## config.mk

```make
export PLATFORM = sky130hd
export DESIGN_NAME = id3_tag_frame_walker_top
export DESIGN_NICKNAME = d
export VERILOG_FILES = /design/src/sv/id3w_pkg.sv /design/src/sv/id3w_cfg_regs.sv /design/src/sv/id3w_in_stage.sv /design/src/sv/id3w_walker.sv /design/src/sv/id3w_out_stage.sv /design/src/sv/id3_tag_frame_walker_top.sv
export SDC_FILE = /design/constraint.sdc
export NUM_CORES = 1
export LEC_CHECK = 0
export BUFFER_PORTS_ARGS = -buffer_cell sky130_fd_sc_hd__buf_2
export CORE_UTILIZATION = 42
export CTS_CLUSTER_DIAMETER = 100
export DETAILED_ROUTE_END_ITERATION = 16
export PLACE_DENSITY = 0.62
export SLEW_MARGIN = 20
export SYNTH_ARGS = -nofsm -noshare
export SYNTH_HDL_FRONTEND = slang
export SYNTH_HIERARCHICAL = 1
export SYNTH_SLANG_ARGS = --single-unit
```

## constraint.sdc

```tcl
create_clock -name clk_i -period 6.5 [get_ports clk_i]
set_input_delay 1.95 -clock clk_i [delete_from_list [all_inputs] [get_ports clk_i]]
set_output_delay 1.95 -clock clk_i [all_outputs]
set_load 0.05 [all_outputs]
```

## src/sv/id3w_pkg.sv

```systemverilog
// ----------------------------------------------------------------------------
// id3w_pkg: shared types and constants of the ID3 tag frame walker
// Item structs, result kinds, parse phases, register indexes and header
// constants used by every module of the walker.
// ----------------------------------------------------------------------------
package id3w_pkg;

  // Configuration port
  localparam int unsigned PADDR_W = 3;
  localparam int unsigned PDATA_W = 32;

  // Register reset values
  localparam logic [31:0] STOP_ID_RESET   = 32'h4150_4943;  // "APIC"
  localparam logic [7:0]  MAJOR_VER_RESET = 8'd3;

  // Header positions (tag header bytes 0..9, frame header bytes 0..10)
  localparam logic [3:0] VER_IDX        = 4'd3;
  localparam logic [3:0] REV_IDX        = 4'd4;
  localparam logic [3:0] SIZE_FIRST_IDX = 4'd6;
  localparam logic [3:0] TAG_LAST_IDX   = 4'd9;
  localparam logic [3:0] ID_LAST_IDX    = 4'd3;
  localparam logic [3:0] FSIZE_LAST_IDX = 4'd7;
  localparam logic [3:0] SHIFT_END_IDX  = 4'd8;
  localparam logic [3:0] FRAME_LAST_IDX = 4'd10;
  localparam logic [7:0] REV_BYTE       = 8'd0;

  // Result kinds
  typedef enum logic [2:0] {
    KIND_FRAME_START = 3'd0,
    KIND_TEXT_BYTE   = 3'd1,
    KIND_TAG_END     = 3'd2,
    KIND_STOP_FRAME  = 3'd3,
    KIND_BAD_HEADER  = 3'd4
  } kind_e;

  // Parse phases
  typedef enum logic [1:0] {
    PH_IDLE     = 2'd0,
    PH_TAGHDR   = 2'd1,
    PH_FRAMEHDR = 2'd2,
    PH_TEXT     = 2'd3
  } phase_e;

  // Register indexes (paddr[2])
  typedef enum logic {
    REG_STOP_FRAME_ID = 1'b0,
    REG_MAJOR_VERSION = 1'b1
  } reg_idx_e;

  typedef struct packed {
    logic [7:0] data_byte;
    logic       first_byte;
  } id3w_in_t;

  typedef struct packed {
    kind_e       kind;
    logic [31:0] frame_id;
    logic [31:0] text_length;
    logic [7:0]  text_value;
    logic        frame_last;
    logic        tag_done;
  } id3w_out_t;

  typedef struct packed {
    logic [31:0] stop_frame_id;
    logic [7:0]  expected_major_version;
  } id3w_cfg_t;

  typedef struct packed {
    phase_e      phase;
    logic [27:0] tag_size;
    logic [27:0] tag_consumed;
  } id3w_stat_t;

  // Signature byte "ID3" at tag header position i
  function automatic logic [7:0] sig_byte(input logic [1:0] i);
    logic [7:0] v;
    case (i)
      2'd0:    v = 8'h49;
      2'd1:    v = 8'h44;
      2'd2:    v = 8'h33;
      default: v = 8'h00;
    endcase
    return v;
  endfunction

endpackage

```

## src/sv/id3w_cfg_regs.sv

```systemverilog
// ----------------------------------------------------------------------------
// id3w_cfg_regs: configuration registers
// APB-style write and read of the stop frame id and the expected major version.
// ----------------------------------------------------------------------------
module id3w_cfg_regs import id3w_pkg::*; (
  input  logic               clk_i,
  input  logic               rst_ni,
  input  logic               psel,
  input  logic               penable,
  input  logic               pwrite,
  input  logic [PADDR_W-1:0] paddr,
  input  logic [PDATA_W-1:0] pwdata,
  output logic [PDATA_W-1:0] prdata,
  output logic               pready,
  output id3w_cfg_t          cfg_o
);

  logic      wr_en;
  reg_idx_e  reg_idx;
  id3w_cfg_t cfg_q, cfg_d;

  assign pready  = 1'b1;
  assign wr_en   = psel && penable && pwrite;
  assign reg_idx = reg_idx_e'(paddr[2]);

  // Decode the write
  always_comb begin
    cfg_d = cfg_q;
    if (wr_en) begin
      case (reg_idx)
        REG_STOP_FRAME_ID: cfg_d.stop_frame_id          = pwdata;
        REG_MAJOR_VERSION: cfg_d.expected_major_version = pwdata[7:0];
        default:           cfg_d = cfg_q;
      endcase
    end
  end

  always_ff @(posedge clk_i or negedge rst_ni) begin
    if (!rst_ni) begin
      cfg_q.stop_frame_id          <= STOP_ID_RESET;
      cfg_q.expected_major_version <= MAJOR_VER_RESET;
    end else begin
      cfg_q <= cfg_d;
    end
  end

  // Read back
  always_comb begin
    case (reg_idx)
      REG_STOP_FRAME_ID: prdata = cfg_q.stop_frame_id;
      REG_MAJOR_VERSION: prdata = {24'd0, cfg_q.expected_major_version};
      default:           prdata = '0;
    endcase
  end

  assign cfg_o = cfg_q;

endmodule

```

## src/sv/id3w_in_stage.sv

```systemverilog
// ----------------------------------------------------------------------------
// id3w_in_stage: input register
// Captures one file byte and holds it until the walker steps on it.
// ----------------------------------------------------------------------------
module id3w_in_stage import id3w_pkg::*; (
  input  logic     clk_i,
  input  logic     rst_ni,
  input  logic     in_valid_i,
  output logic     in_ready_o,
  input  id3w_in_t in_data_i,
  input  logic     step_i,
  output logic     s1_valid_o,
  output id3w_in_t s1_data_o
);

  logic     valid_q, valid_d;
  id3w_in_t data_q, data_d;
  logic     load;

  // Free when empty or when the held item moves on this cycle
  assign in_ready_o = !valid_q || step_i;
  assign load       = in_valid_i && in_ready_o;

  always_comb begin
    valid_d = valid_q;
    data_d  = data_q;
    if (load) begin
      valid_d = 1'b1;
      data_d  = in_data_i;
    end else if (step_i) begin
      valid_d = 1'b0;
    end
  end

  always_ff @(posedge clk_i or negedge rst_ni) begin
    if (!rst_ni) begin
      valid_q <= 1'b0;
    end else begin
      valid_q <= valid_d;
    end
  end

  always_ff @(posedge clk_i) begin
    data_q <= data_d;
  end

  assign s1_valid_o = valid_q;
  assign s1_data_o  = data_q;

endmodule

```

## src/sv/id3w_walker.sv

```systemverilog
// ----------------------------------------------------------------------------
// id3w_walker: tag header check and frame walk
// Holds the parse state and works out the result of one byte per step.
// ----------------------------------------------------------------------------
module id3w_walker import id3w_pkg::*; (
  input  logic       clk_i,
  input  logic       rst_ni,
  input  logic       step_i,
  input  id3w_in_t   item_i,
  input  id3w_cfg_t  cfg_i,
  output logic       res_valid_o,
  output id3w_out_t  res_o,
  output id3w_stat_t stat_o
);

  phase_e      phase_q, phase_d;
  logic [3:0]  idx_q, idx_d;
  logic [27:0] size_q, size_d;
  logic [27:0] cons_q, cons_d;
  logic [63:0] shift_q, shift_d;
  logic [31:0] rem_q, rem_d;

  always_ff @(posedge clk_i or negedge rst_ni) begin
    if (!rst_ni) begin
      phase_q <= PH_IDLE;
      idx_q   <= '0;
      size_q  <= '0;
      cons_q  <= '0;
      shift_q <= '0;
      rem_q   <= '0;
    end else if (step_i) begin
      phase_q <= phase_d;
      idx_q   <= idx_d;
      size_q  <= size_d;
      cons_q  <= cons_d;
      shift_q <= shift_d;
      rem_q   <= rem_d;
    end
  end

  // Next state and result for the held byte
  always_comb begin
    logic [7:0]  b;
    phase_e      ph;
    logic [3:0]  idx;
    logic [27:0] tsize;
    logic [27:0] cons;
    logic [63:0] shift;
    logic [31:0] rem;
    logic        bad;
    logic [27:0] size_new;
    logic [27:0] cons_inc;
    logic        done;
    logic [63:0] shift_new;
    logic [31:0] len;
    logic [31:0] rem_new;

    b     = item_i.data_byte;
    ph    = phase_q;
    idx   = idx_q;
    tsize = size_q;
    cons  = cons_q;
    shift = shift_q;
    rem   = rem_q;

    // Restart on the first byte of a file
    if (item_i.first_byte) begin
      ph    = PH_TAGHDR;
      idx   = '0;
      tsize = '0;
      cons  = '0;
      shift = '0;
      rem   = '0;
    end

    phase_d     = ph;
    idx_d       = idx;
    size_d      = tsize;
    cons_d      = cons;
    shift_d     = shift;
    rem_d       = rem;
    res_valid_o = 1'b0;
    res_o       = '0;

    cons_inc  = cons + 28'd1;
    done      = (cons_inc >= tsize);
    shift_new = (idx < SHIFT_END_IDX) ? {shift[55:0], b} : shift;
    len       = shift_new[31:0] - 32'd1;
    rem_new   = (rem != 32'd0) ? (rem - 32'd1) : rem;
    bad       = ((idx < VER_IDX) && (b != sig_byte(idx[1:0]))) ||
                ((idx == VER_IDX) && (b != cfg_i.expected_major_version)) ||
                ((idx == REV_IDX) && (b != REV_BYTE));
    size_new  = (idx >= SIZE_FIRST_IDX) ? {tsize[20:0], b[6:0]} : tsize;

    case (ph)
      PH_TAGHDR: begin
        if (bad) begin
          res_valid_o = 1'b1;
          res_o.kind  = KIND_BAD_HEADER;
          phase_d     = PH_IDLE;
        end else begin
          size_d = size_new;
          if (idx >= TAG_LAST_IDX) begin
            if (size_new == 28'd0) begin
              // Empty tag
              res_valid_o    = 1'b1;
              res_o.kind     = KIND_TAG_END;
              res_o.tag_done = 1'b1;
              phase_d        = PH_IDLE;
            end else begin
              phase_d = PH_FRAMEHDR;
              idx_d   = '0;
              shift_d = '0;
            end
          end else begin
            idx_d = idx + 4'd1;
          end
        end
      end

      PH_FRAMEHDR: begin
        cons_d  = cons_inc;
        shift_d = shift_new;
        if ((idx == ID_LAST_IDX) && (shift_new[31:0] == cfg_i.stop_frame_id)) begin
          // Stop frame id reached
          res_valid_o    = 1'b1;
          res_o.kind     = KIND_STOP_FRAME;
          res_o.frame_id = shift_new[31:0];
          res_o.tag_done = done;
          phase_d        = PH_IDLE;
        end else if ((idx == FSIZE_LAST_IDX) && (shift_new[31:0] == 32'd0)) begin
          // Zero-size frame is padding: end of tag
          res_valid_o    = 1'b1;
          res_o.kind     = KIND_TAG_END;
          res_o.frame_id = shift_new[63:32];
          res_o.tag_done = done;
          phase_d        = PH_IDLE;
        end else if (idx >= FRAME_LAST_IDX) begin
          // Encoding byte: announce the frame
          res_valid_o       = 1'b1;
          res_o.kind        = KIND_FRAME_START;
          res_o.frame_id    = shift_new[63:32];
          res_o.text_length = len;
          res_o.frame_last  = (len == 32'd0);
          res_o.tag_done    = done;
          if (done) begin
            phase_d = PH_IDLE;
          end else if (len == 32'd0) begin
            idx_d   = '0;
            shift_d = '0;
          end else begin
            phase_d = PH_TEXT;
            rem_d   = len;
          end
        end else if (done) begin
          res_valid_o    = 1'b1;
          res_o.kind     = KIND_TAG_END;
          res_o.tag_done = 1'b1;
          phase_d        = PH_IDLE;
        end else begin
          idx_d = idx + 4'd1;
        end
      end

      PH_TEXT: begin
        cons_d           = cons_inc;
        rem_d            = rem_new;
        res_valid_o      = 1'b1;
        res_o.kind       = KIND_TEXT_BYTE;
        res_o.text_value = b;
        res_o.frame_last = (rem_new == 32'd0);
        res_o.tag_done   = done;
        if (done) begin
          phase_d = PH_IDLE;
        end else if (rem_new == 32'd0) begin
          phase_d = PH_FRAMEHDR;
          idx_d   = '0;
          shift_d = '0;
        end
      end

      default: begin
        // Idle: drop the byte
        phase_d = PH_IDLE;
      end
    endcase
  end

  assign stat_o.phase        = phase_q;
  assign stat_o.tag_size     = size_q;
  assign stat_o.tag_consumed = cons_q;

endmodule

```

## src/sv/id3w_out_stage.sv

```systemverilog
// ----------------------------------------------------------------------------
// id3w_out_stage: result register
// Holds one result item until the consumer takes it.
// ----------------------------------------------------------------------------
module id3w_out_stage import id3w_pkg::*; (
  input  logic      clk_i,
  input  logic      rst_ni,
  input  logic      step_i,
  input  logic      res_valid_i,
  input  id3w_out_t res_i,
  output logic      room_o,
  output logic      out_valid_o,
  input  logic      out_ready_i,
  output id3w_out_t out_data_o
);

  logic      valid_q, valid_d;
  id3w_out_t data_q, data_d;

  // Room when empty or when the held result leaves this cycle
  assign room_o = !valid_q || out_ready_i;

  always_comb begin
    valid_d = valid_q;
    data_d  = data_q;
    if (step_i) begin
      valid_d = res_valid_i;
      data_d  = res_i;
    end else if (out_ready_i) begin
      valid_d = 1'b0;
    end
  end

  always_ff @(posedge clk_i or negedge rst_ni) begin
    if (!rst_ni) begin
      valid_q <= 1'b0;
    end else begin
      valid_q <= valid_d;
    end
  end

  always_ff @(posedge clk_i) begin
    data_q <= data_d;
  end

  assign out_valid_o = valid_q;
  assign out_data_o  = data_q;

endmodule

```

## src/sv/id3_tag_frame_walker_top.sv

```systemverilog
// ----------------------------------------------------------------------------
// id3_tag_frame_walker_top: ID3v2.3 tag frame walker
// Checks the tag header of a byte stream and reports frames and text bytes.
// ----------------------------------------------------------------------------
// The walker takes one file byte per cycle while the result register has room
// and gives at most one result item per byte; a byte flagged first_byte restarts
// the parse as tag header byte 0. A byte passes through the input register and
// then the result register. The rate is one item per cycle with both sides
// flowing; the only limit is the result register, which holds a result until it
// is taken, and a new byte is accepted in the same cycle the previous result
// leaves. The stop frame id and the expected major version are written through
// the APB port at byte addresses 0 and 4; the user must write them only while no
// item is in flight, which the block itself does not enforce; both read back.
module id3_tag_frame_walker_top import id3w_pkg::*; (
  input  logic               clk_i,
  input  logic               rst_ni,
  input  logic               in_valid_i,
  output logic               in_ready_o,
  input  id3w_in_t           in_data_i,
  output logic               out_valid_o,
  input  logic               out_ready_i,
  output id3w_out_t          out_data_o,
  input  logic               psel,
  input  logic               penable,
  input  logic               pwrite,
  input  logic [PADDR_W-1:0] paddr,
  input  logic [PDATA_W-1:0] pwdata,
  output logic [PDATA_W-1:0] prdata,
  output logic               pready
);

  id3w_cfg_t  cfg;
  logic       s1_valid;
  id3w_in_t   s1_data;
  logic       room;
  logic       step;
  logic       res_valid;
  id3w_out_t  res;
  id3w_stat_t stat;

  // Step the walker when a byte is held and the result register has room
  assign step = s1_valid && room;

  id3w_cfg_regs u_cfg (
    .clk_i   (clk_i),
    .rst_ni  (rst_ni),
    .psel    (psel),
    .penable (penable),
    .pwrite  (pwrite),
    .paddr   (paddr),
    .pwdata  (pwdata),
    .prdata  (prdata),
    .pready  (pready),
    .cfg_o   (cfg)
  );

  id3w_in_stage u_in (
    .clk_i      (clk_i),
    .rst_ni     (rst_ni),
    .in_valid_i (in_valid_i),
    .in_ready_o (in_ready_o),
    .in_data_i  (in_data_i),
    .step_i     (step),
    .s1_valid_o (s1_valid),
    .s1_data_o  (s1_data)
  );

  id3w_walker u_walker (
    .clk_i       (clk_i),
    .rst_ni      (rst_ni),
    .step_i      (step),
    .item_i      (s1_data),
    .cfg_i       (cfg),
    .res_valid_o (res_valid),
    .res_o       (res),
    .stat_o      (stat)
  );

  id3w_out_stage u_out (
    .clk_i       (clk_i),
    .rst_ni      (rst_ni),
    .step_i      (step),
    .res_valid_i (res_valid),
    .res_i       (res),
    .room_o      (room),
    .out_valid_o (out_valid_o),
    .out_ready_i (out_ready_i),
    .out_data_o  (out_data_o)
  );

  // A held byte stays put while the result register is full
  a_hold_stalled_byte: assert property (@(posedge clk_i) disable iff (!rst_ni)
    (s1_valid && !room) |=> (s1_valid && $stable(s1_data)))
    else $error("held byte lost or changed while stalled");

  // During the frame walk the consumed count stays below the tag size
  a_consumed_below_size: assert property (@(posedge clk_i) disable iff (!rst_ni)
    ((stat.phase == PH_FRAMEHDR) || (stat.phase == PH_TEXT)) |->
      (stat.tag_consumed < stat.tag_size))
    else $error("tag consumed count reached tag size during walk");

  // A result that uses up the tag ends the walk
  a_done_goes_idle: assert property (@(posedge clk_i) disable iff (!rst_ni)
    (step && res_valid && res.tag_done) |=> (stat.phase == PH_IDLE))
    else $error("walk continued after tag size used up");

endmodule

```

* Word level (Yosys, flattened, before mapping)
Cells that the tools add are included.
** Word-level totals
- Output and inout bits :: 112
- Logic and storage cells :: 155
- Register bits :: 286
- Bits of input ports :: 51
** Cells by class
- Eq/ne operators :: 11
- Order comparisons :: 6
- Bitwise logic cells :: 3
- Reduce and logical (&&, ||, !) cells :: 28
- Muxes and demuxes :: 85
- Add/sub/neg operators :: 4
** Operators with widths (count)
- 2-to-1 mux 64 bit :: 13
- 2-to-1 mux 32 bit :: 7
- one-hot mux 64 bit (3 select lines) :: 1
- 2-to-1 mux 28 bit :: 6
- one-hot mux 32 bit (2 select lines) :: 2
- logical NOT 32 bit :: 3
- 2-to-1 mux 35 bit :: 2
- subtractor 32 x 1 -> 32 bit, second input constant :: 2
- 2-to-1 mux 4 bit :: 12
- == test 32 bit :: 1
- nonzero test 32 bit :: 1
- adder 28 x 1 -> 28 bit, second input constant :: 1
- >= comparator 28 bit :: 1
- logical NOT 28 bit :: 1
- 2-to-1 mux 2 bit :: 14
- one-hot mux 7 bit (3 select lines) :: 1
- 2-to-1 mux 1 bit :: 18
- one-hot mux 4 bit (3 select lines) :: 1
- logical AND 1 bit :: 9
- 2-to-1 mux 3 bit :: 3
- one-hot mux 3 bit (3 select lines) :: 1
- == test 4 x 3 -> 1 bit, second input constant :: 2
- >= comparator 4 bit, second input constant :: 2
- inequality test 8 x 7 -> 1 bit :: 1
- other kinds (20) :: 32

* Depth between registers and ports, before layout
- Word-level depth :: 11
- Gate-level depth with buffers :: 33

* Hierarchy
The synthesis kept the hierarchy.
** Modules (own cells, without submodules)
- id3w_walker :: instances 1, sequential area each 3953.8 µm², area each 14044.7 µm², cells each 1772
- id3w_out_stage :: instances 1, sequential area each 2337.2 µm², area each 2363.5 µm², cells each 81
- id3w_cfg_regs :: instances 1, sequential area each 1016.0 µm², area each 1924.3 µm², cells each 123
- id3w_in_stage :: instances 1, sequential area each 295.3 µm², area each 324.1 µm², cells each 13
- id3_tag_frame_walker_top :: instances 1, sequential area each 0.0 µm², area each 6.3 µm², cells each 1

* Least setup slack after synthesis
Ideal clock, no wire load.
- Path type :: register to register
- From :: register u_in.data_q, in the netlist u_in/s1_data_o[0]
- To :: register u_walker.rem_q[15]
- Buffers on the path :: 10
- Library setup time :: 131 ps
- Stages on the path, launching flop included :: 32
- Required time :: 6369 ps
- Period minus slack after synthesis :: 6850 ps
- Setup slack :: -350 ps
- Arrival :: 6719 ps
- Cells stage by stage :: edfxtp_1 > buf_2 > clkbuf_1 > buf_2 > buf_2 > buf_1 > clkbuf_1 > clkbuf_1 > clkbuf_1 > clkbuf_1 > nor2b_1 > ha_1 > nand3_1 > nor4_1 > and4_1 > nor3b_1 > and2_1 > and3_1 > and3_1 > nand3_1 > xor2_1 > nor2_1 > ha_1 > a21o_1 > a21oi_1 > o221ai_1 > a21oi_1 > nand3_1 > or3b_2 > clkbuf_1 > o311ai_0 > o21ai_0
** Between the ends
- Word-level cells in the longest chain between the ends :: 11
- Elaborated cells between the ends (all ways) :: 30
- Classes of those cells :: add/sub (3); order compare (3); eq/ne (5); mux (14); reduce/logical (5)
** RTL lines
- from (decl) :: line id3w_in_stage.sv:17 : id3w_in_t data_q, data_d;
- from (signal assigned) :: line id3w_in_stage.sv:44 : data_q <= data_d;
- 2-to-1 mux 4 bit :: line id3w_walker.sv:67 : if (item_i.first_byte) begin
- less-than comparator 4 bit :: line id3w_walker.sv:87 : shift_new = (idx < SHIFT_END_IDX) ? {shift[55:0], b} : shift;
- 2-to-1 mux 64 bit :: line id3w_walker.sv:87
- subtractor 32 x 1 -> 32 bit :: line id3w_walker.sv:88 : len = shift_new[31:0] - 32'd1;
- logical NOT 32 bit :: line id3w_walker.sv:148 : end else if (len == 32'd0) begin
- 2-to-1 mux 32 bit :: line id3w_walker.sv:148
- 2-to-1 mux 32 bit :: line id3w_walker.sv:146 : if (done) begin
- 2-to-1 mux 32 bit :: line id3w_walker.sv:138 : end else if (idx >= FRAME_LAST_IDX) begin
- 2-to-1 mux 32 bit :: line id3w_walker.sv:131 : end else if ((idx == FSIZE_LAST_IDX) && (shift_new[31:0] == 32'd0)) begin
- 2-to-1 mux 32 bit :: line id3w_walker.sv:124 : if ((idx == ID_LAST_IDX) && (shift_new[31:0] == cfg_i.stop_frame_id)) begin
- one-hot mux 32 bit (2 select lines) (*) :: line id3w_walker.sv:95 : case (ph)
- to (signal assigned) :: line id3w_walker.sv:37 : rem_q <= rem_d;
- to (decl) :: line id3w_walker.sv:21 : logic [31:0] rem_q, rem_d;
Every way passes the cells marked *; elsewhere a longest branch is shown, timed or not.
A chain may end at the register's enable or synchronous reset.

* Worst setup path after layout
Ends and elaborated chain as after synthesis.

==> run_results.csv <==
group,metric,value,unit
setup_path,worst-path-buf-inv,1,
finish,drive_above_1_share,18.4,%
synth,syn_area_per_cell,9.38,sq um
sta,slew_headroom,26.9,%
synth,synth_cell_types,92,
finish,fin_area,21200,sq um
sta,tns,0,ns
synth,async_reset_ff_share,69.9,%
sta,final-hold-violation-count,0,
placed_design,io_buffers,159,
die,core,43500,sq um
setup_path,critPathArrivalTime,6.51,ns
sta,slew_viol_final,0,
drt,drt-wirelength-per-cell,23.0,um
clock_network,cts_inserted_buffers,37,
global_route,gr-total-overflow,0,
synth,synth_top_area_share,25.2,%
die,rows,76,
outcome,status,"complete, no violations",
setup_path,worstSetupPathDepth,22,
global_route,antenna_found_initial,1,
clock_network,cts-root-buf,"clkbuf_16",
synth,synthAdderAreaFrac,2.48,%
synth,syn-num-nets,2078,
die,ioPinCount,163,
run,cap_violations,0,
clock_network,tritoncts,"done",
clock_network,clock-sinks,286,
synth,ys_seq_elements,286,
finish,area_growth,13.6,%
setup_path,crit_path_start,"u_in/s1_data_o[0]",
setup_path,cp-start-kind,"flop",
finish,layout.nets,2174,
drt,routed_wl,62200,um
sta,whs,0.512,ns
setup_path,setup.worst_path.end_class,"flop",
placed_design,placedCellCount,2629,
synth,synthMuxAreaShare,9.47,%
power_and_ir_drop,p_leak,8.66,nW
clock_network,h-tree-depth,2,
global_route,grt_max_degree,161,
setup_path,worstRegToRegCells,22,
setup_path,crit_chain,"buf_4, nor2b_1, ha_1, nand3_1, nor4_2, and4_1, nor3b_2, and2_1, and3_1, and3_1, nand3_1, xor2_1, nor2_1, ha_1, a21o_1, a21oi_1, o221ai_1, a21oi_4, nand3_1, or3b_2, o311ai_0, o21ai_0",
sta,setup_ws,0.400,ns
drt,drt_iter0_drc,1725,
placed_design,postPlaceCellArea,19900,sq um
power_and_ir_drop,power_density,306,nW/um^2
synth,yosys.area_share.simple,20.3,%
global_route,track_usage,27.5,%
synth,synth_top_family_by_area,"simple AND/OR/NAND/NOR gates",
global_route,grt_pass1_vias,15700,
synth,synth_commonest_cells,"273 x nor2_1, 188 x dfrtp_1, 142 x nand2_1, 99 x a21oi_1, 97 x clkbuf_1",
sta,rsz0062_at_grt,"no",
clock_network,clock_tree.buffer_depth,3,
setup_path,reg2reg_from,"u_in/s1_data_o[0]",
sta,period_share,93.9,%
synth,syn_area,18700,sq um
min_path,hold_path.class,"flop to flop",
setup_path,cp.required,6.91,ns
clock_network,insertion_delay,0.56,ns
synth,yosysWarnings,6,
synth,ys_dominant_reg_cell,"dfrtp_1",
sta,setup_viol,0,
setup_path,timing_worst_setup_path_type,"flop to flop",
setup_path,crit_top_cell,"nand3_1",
setup_path,path_max_fanout,14,
clock_network,clk_pin_slew,0.06,ns
finish,nFillCells,4115,
drt,drtAntennaViolNets,0,
synth,yosysMostFrequentCell,"nor2_1",
synth,synth_edf_count,86,
setup_path,critPathSlowestCell,"or3b_2",
drt,viasPerCell,6.16,
die,die_height,213,um
placed_design,place_hpwl,43700,um
synth,synthCells,1990,
die,dieArea,45300,sq um
power_and_ir_drop,ir_worst_vdd,202,uV
die,floorplan.initialDensity,42.9,%
sta,max_freq,164,MHz
placed_design,gp_congestion,0.925,
setup_path,max_stage_delay,0.61,ns
synth,synth-compound-area-share,18.1,%
sta,post-route-min-period,6.10,ns
drt,vias,16600,
global_route,grt_pass1_wl,95700,um
synth,yosys.area.top_type,"dfrtp_1",
synth,synth_xor_area_share,4.69,%
die,die_w,213,um
drt,route.detailed.drc,0,
finish,fin_cells,2701,
min_path,hold_start,"u_walker/shift_q[35]",
synth,synthTopCellsByArea,"dfrtp_1 25%, edfxtp_1 14%, nor2_1 5.5%",
setup_path,crit_family,"simple AND/OR/NAND/NOR gates",
placed_design,dp_slack,0.374,ns
synth,ys_seq_area_share,40.7,%
sta,fin_skew,0.0235,ns
drt,first_pass_iters,5,
sta,tightest_slew,1.10,ns
min_path,hold_depth,1,
[per-stage QoR]
stage | util (%) | total power, mW
final | 48.8 | 6.47
after global routing | 48.8 | 6.74
after CTS | 48.6 | 6.49
after detailed placement | 45.9 | 4.43
after global placement | 45.9 | 4.42
after floorplan | - | 3.82
[state kept, by name, indices dropped and copies added (netlist names), 2 cells and up]
signal,count
u_walker/phase_q,2
u_walker/cons_q,28
u_walker/shift_q,64
u_cfg/cfg_o,40
u_in/s1_data_o,9
u_walker/idx_q,4
u_walker/rem_q,32
u_out/out_data_o,77
u_walker/size_q,28
[area by class of cell]
class | instances | area, sq um | area share, %
Antenna cell | 2 | 5.00 | 0.0236
Clock buffer | 49 | 1010 | 4.78
Clock inverter | 18 | 185 | 0.874
Inverter | 23 | 86.3 | 0.407
Multi-Input combinational cell | 1531 | 10300 | 48.7
Sequential cell | 286 | 7610 | 35.9
Tap cell | 585 | 732 | 3.45
Timing Repair Buffer | 207 | 1230 | 5.83
[report_power, final]
part	internal, mW	total (mW)	switching, mW
sequential	2.10	2.32	0.219
clock	1.22	2.04	0.818
combinational	0.622	2.11	1.49
[cell usage in the layout (no fill, tap or decap), drive strengths merged, types with 21 or more instances in the layout]
cell	instances
a21oi	100
a22o	61
a22oi	45
and3	21
buf	206
clkbuf	50
dfrtp	188
edfxtp	86
ha	37
inv	27
mux2	67
mux2i	90
nand2	142
nand3	32
nand4	40
nor2	274
nor2b	50
nor3	87
nor4	40
o21ai	66
o2bb2ai	62
xnor2	64
xor2	36
[path summary, 6_finish.rpt]
path                                             end  slack (ns)
worst min register to register  u_walker/shift_q[35]        0.51
worst max register to register    u_walker/rem_q[15]        0.40
max in group asynchronous         u_walker/rem_q[23]        4.17
worst min-delay path            u_walker/shift_q[35]        0.51
worst max-delay path              u_walker/rem_q[15]        0.40
min in group asynchronous        u_walker/cons_q[25]        1.40
[cell families after synthesis]
group | Yosys count
AOI/OAI and AO/OA | 470
xor gates and xnor gates | 100
adders and majority gates | 37
buffers and inverters | 173
DFF | 286
muxes | 157
other | 1
and+or+nand+nor | 766
[per-layer routing]
metal | GRT usage, % | vias up | part of all wire [%]
met5 | 0 | - | 0
met3 | 5.25 | 105 | 7.9
met4 | 8.21 | 0 | 2.5
met1 | 39.3 | 8188 | 44
li1 | - | 7579 | -
met2 | 42.1 | 755 | 45
[what timing repair did]
action | 4_1_cts | 5_1_grt
gates resized for setup | 0 | 1
setup endpoints to repair | 0 | 81
setup buffers | 0 | 2
hold buffers | 0 | 0
Power figures use the tool's default switching activity.
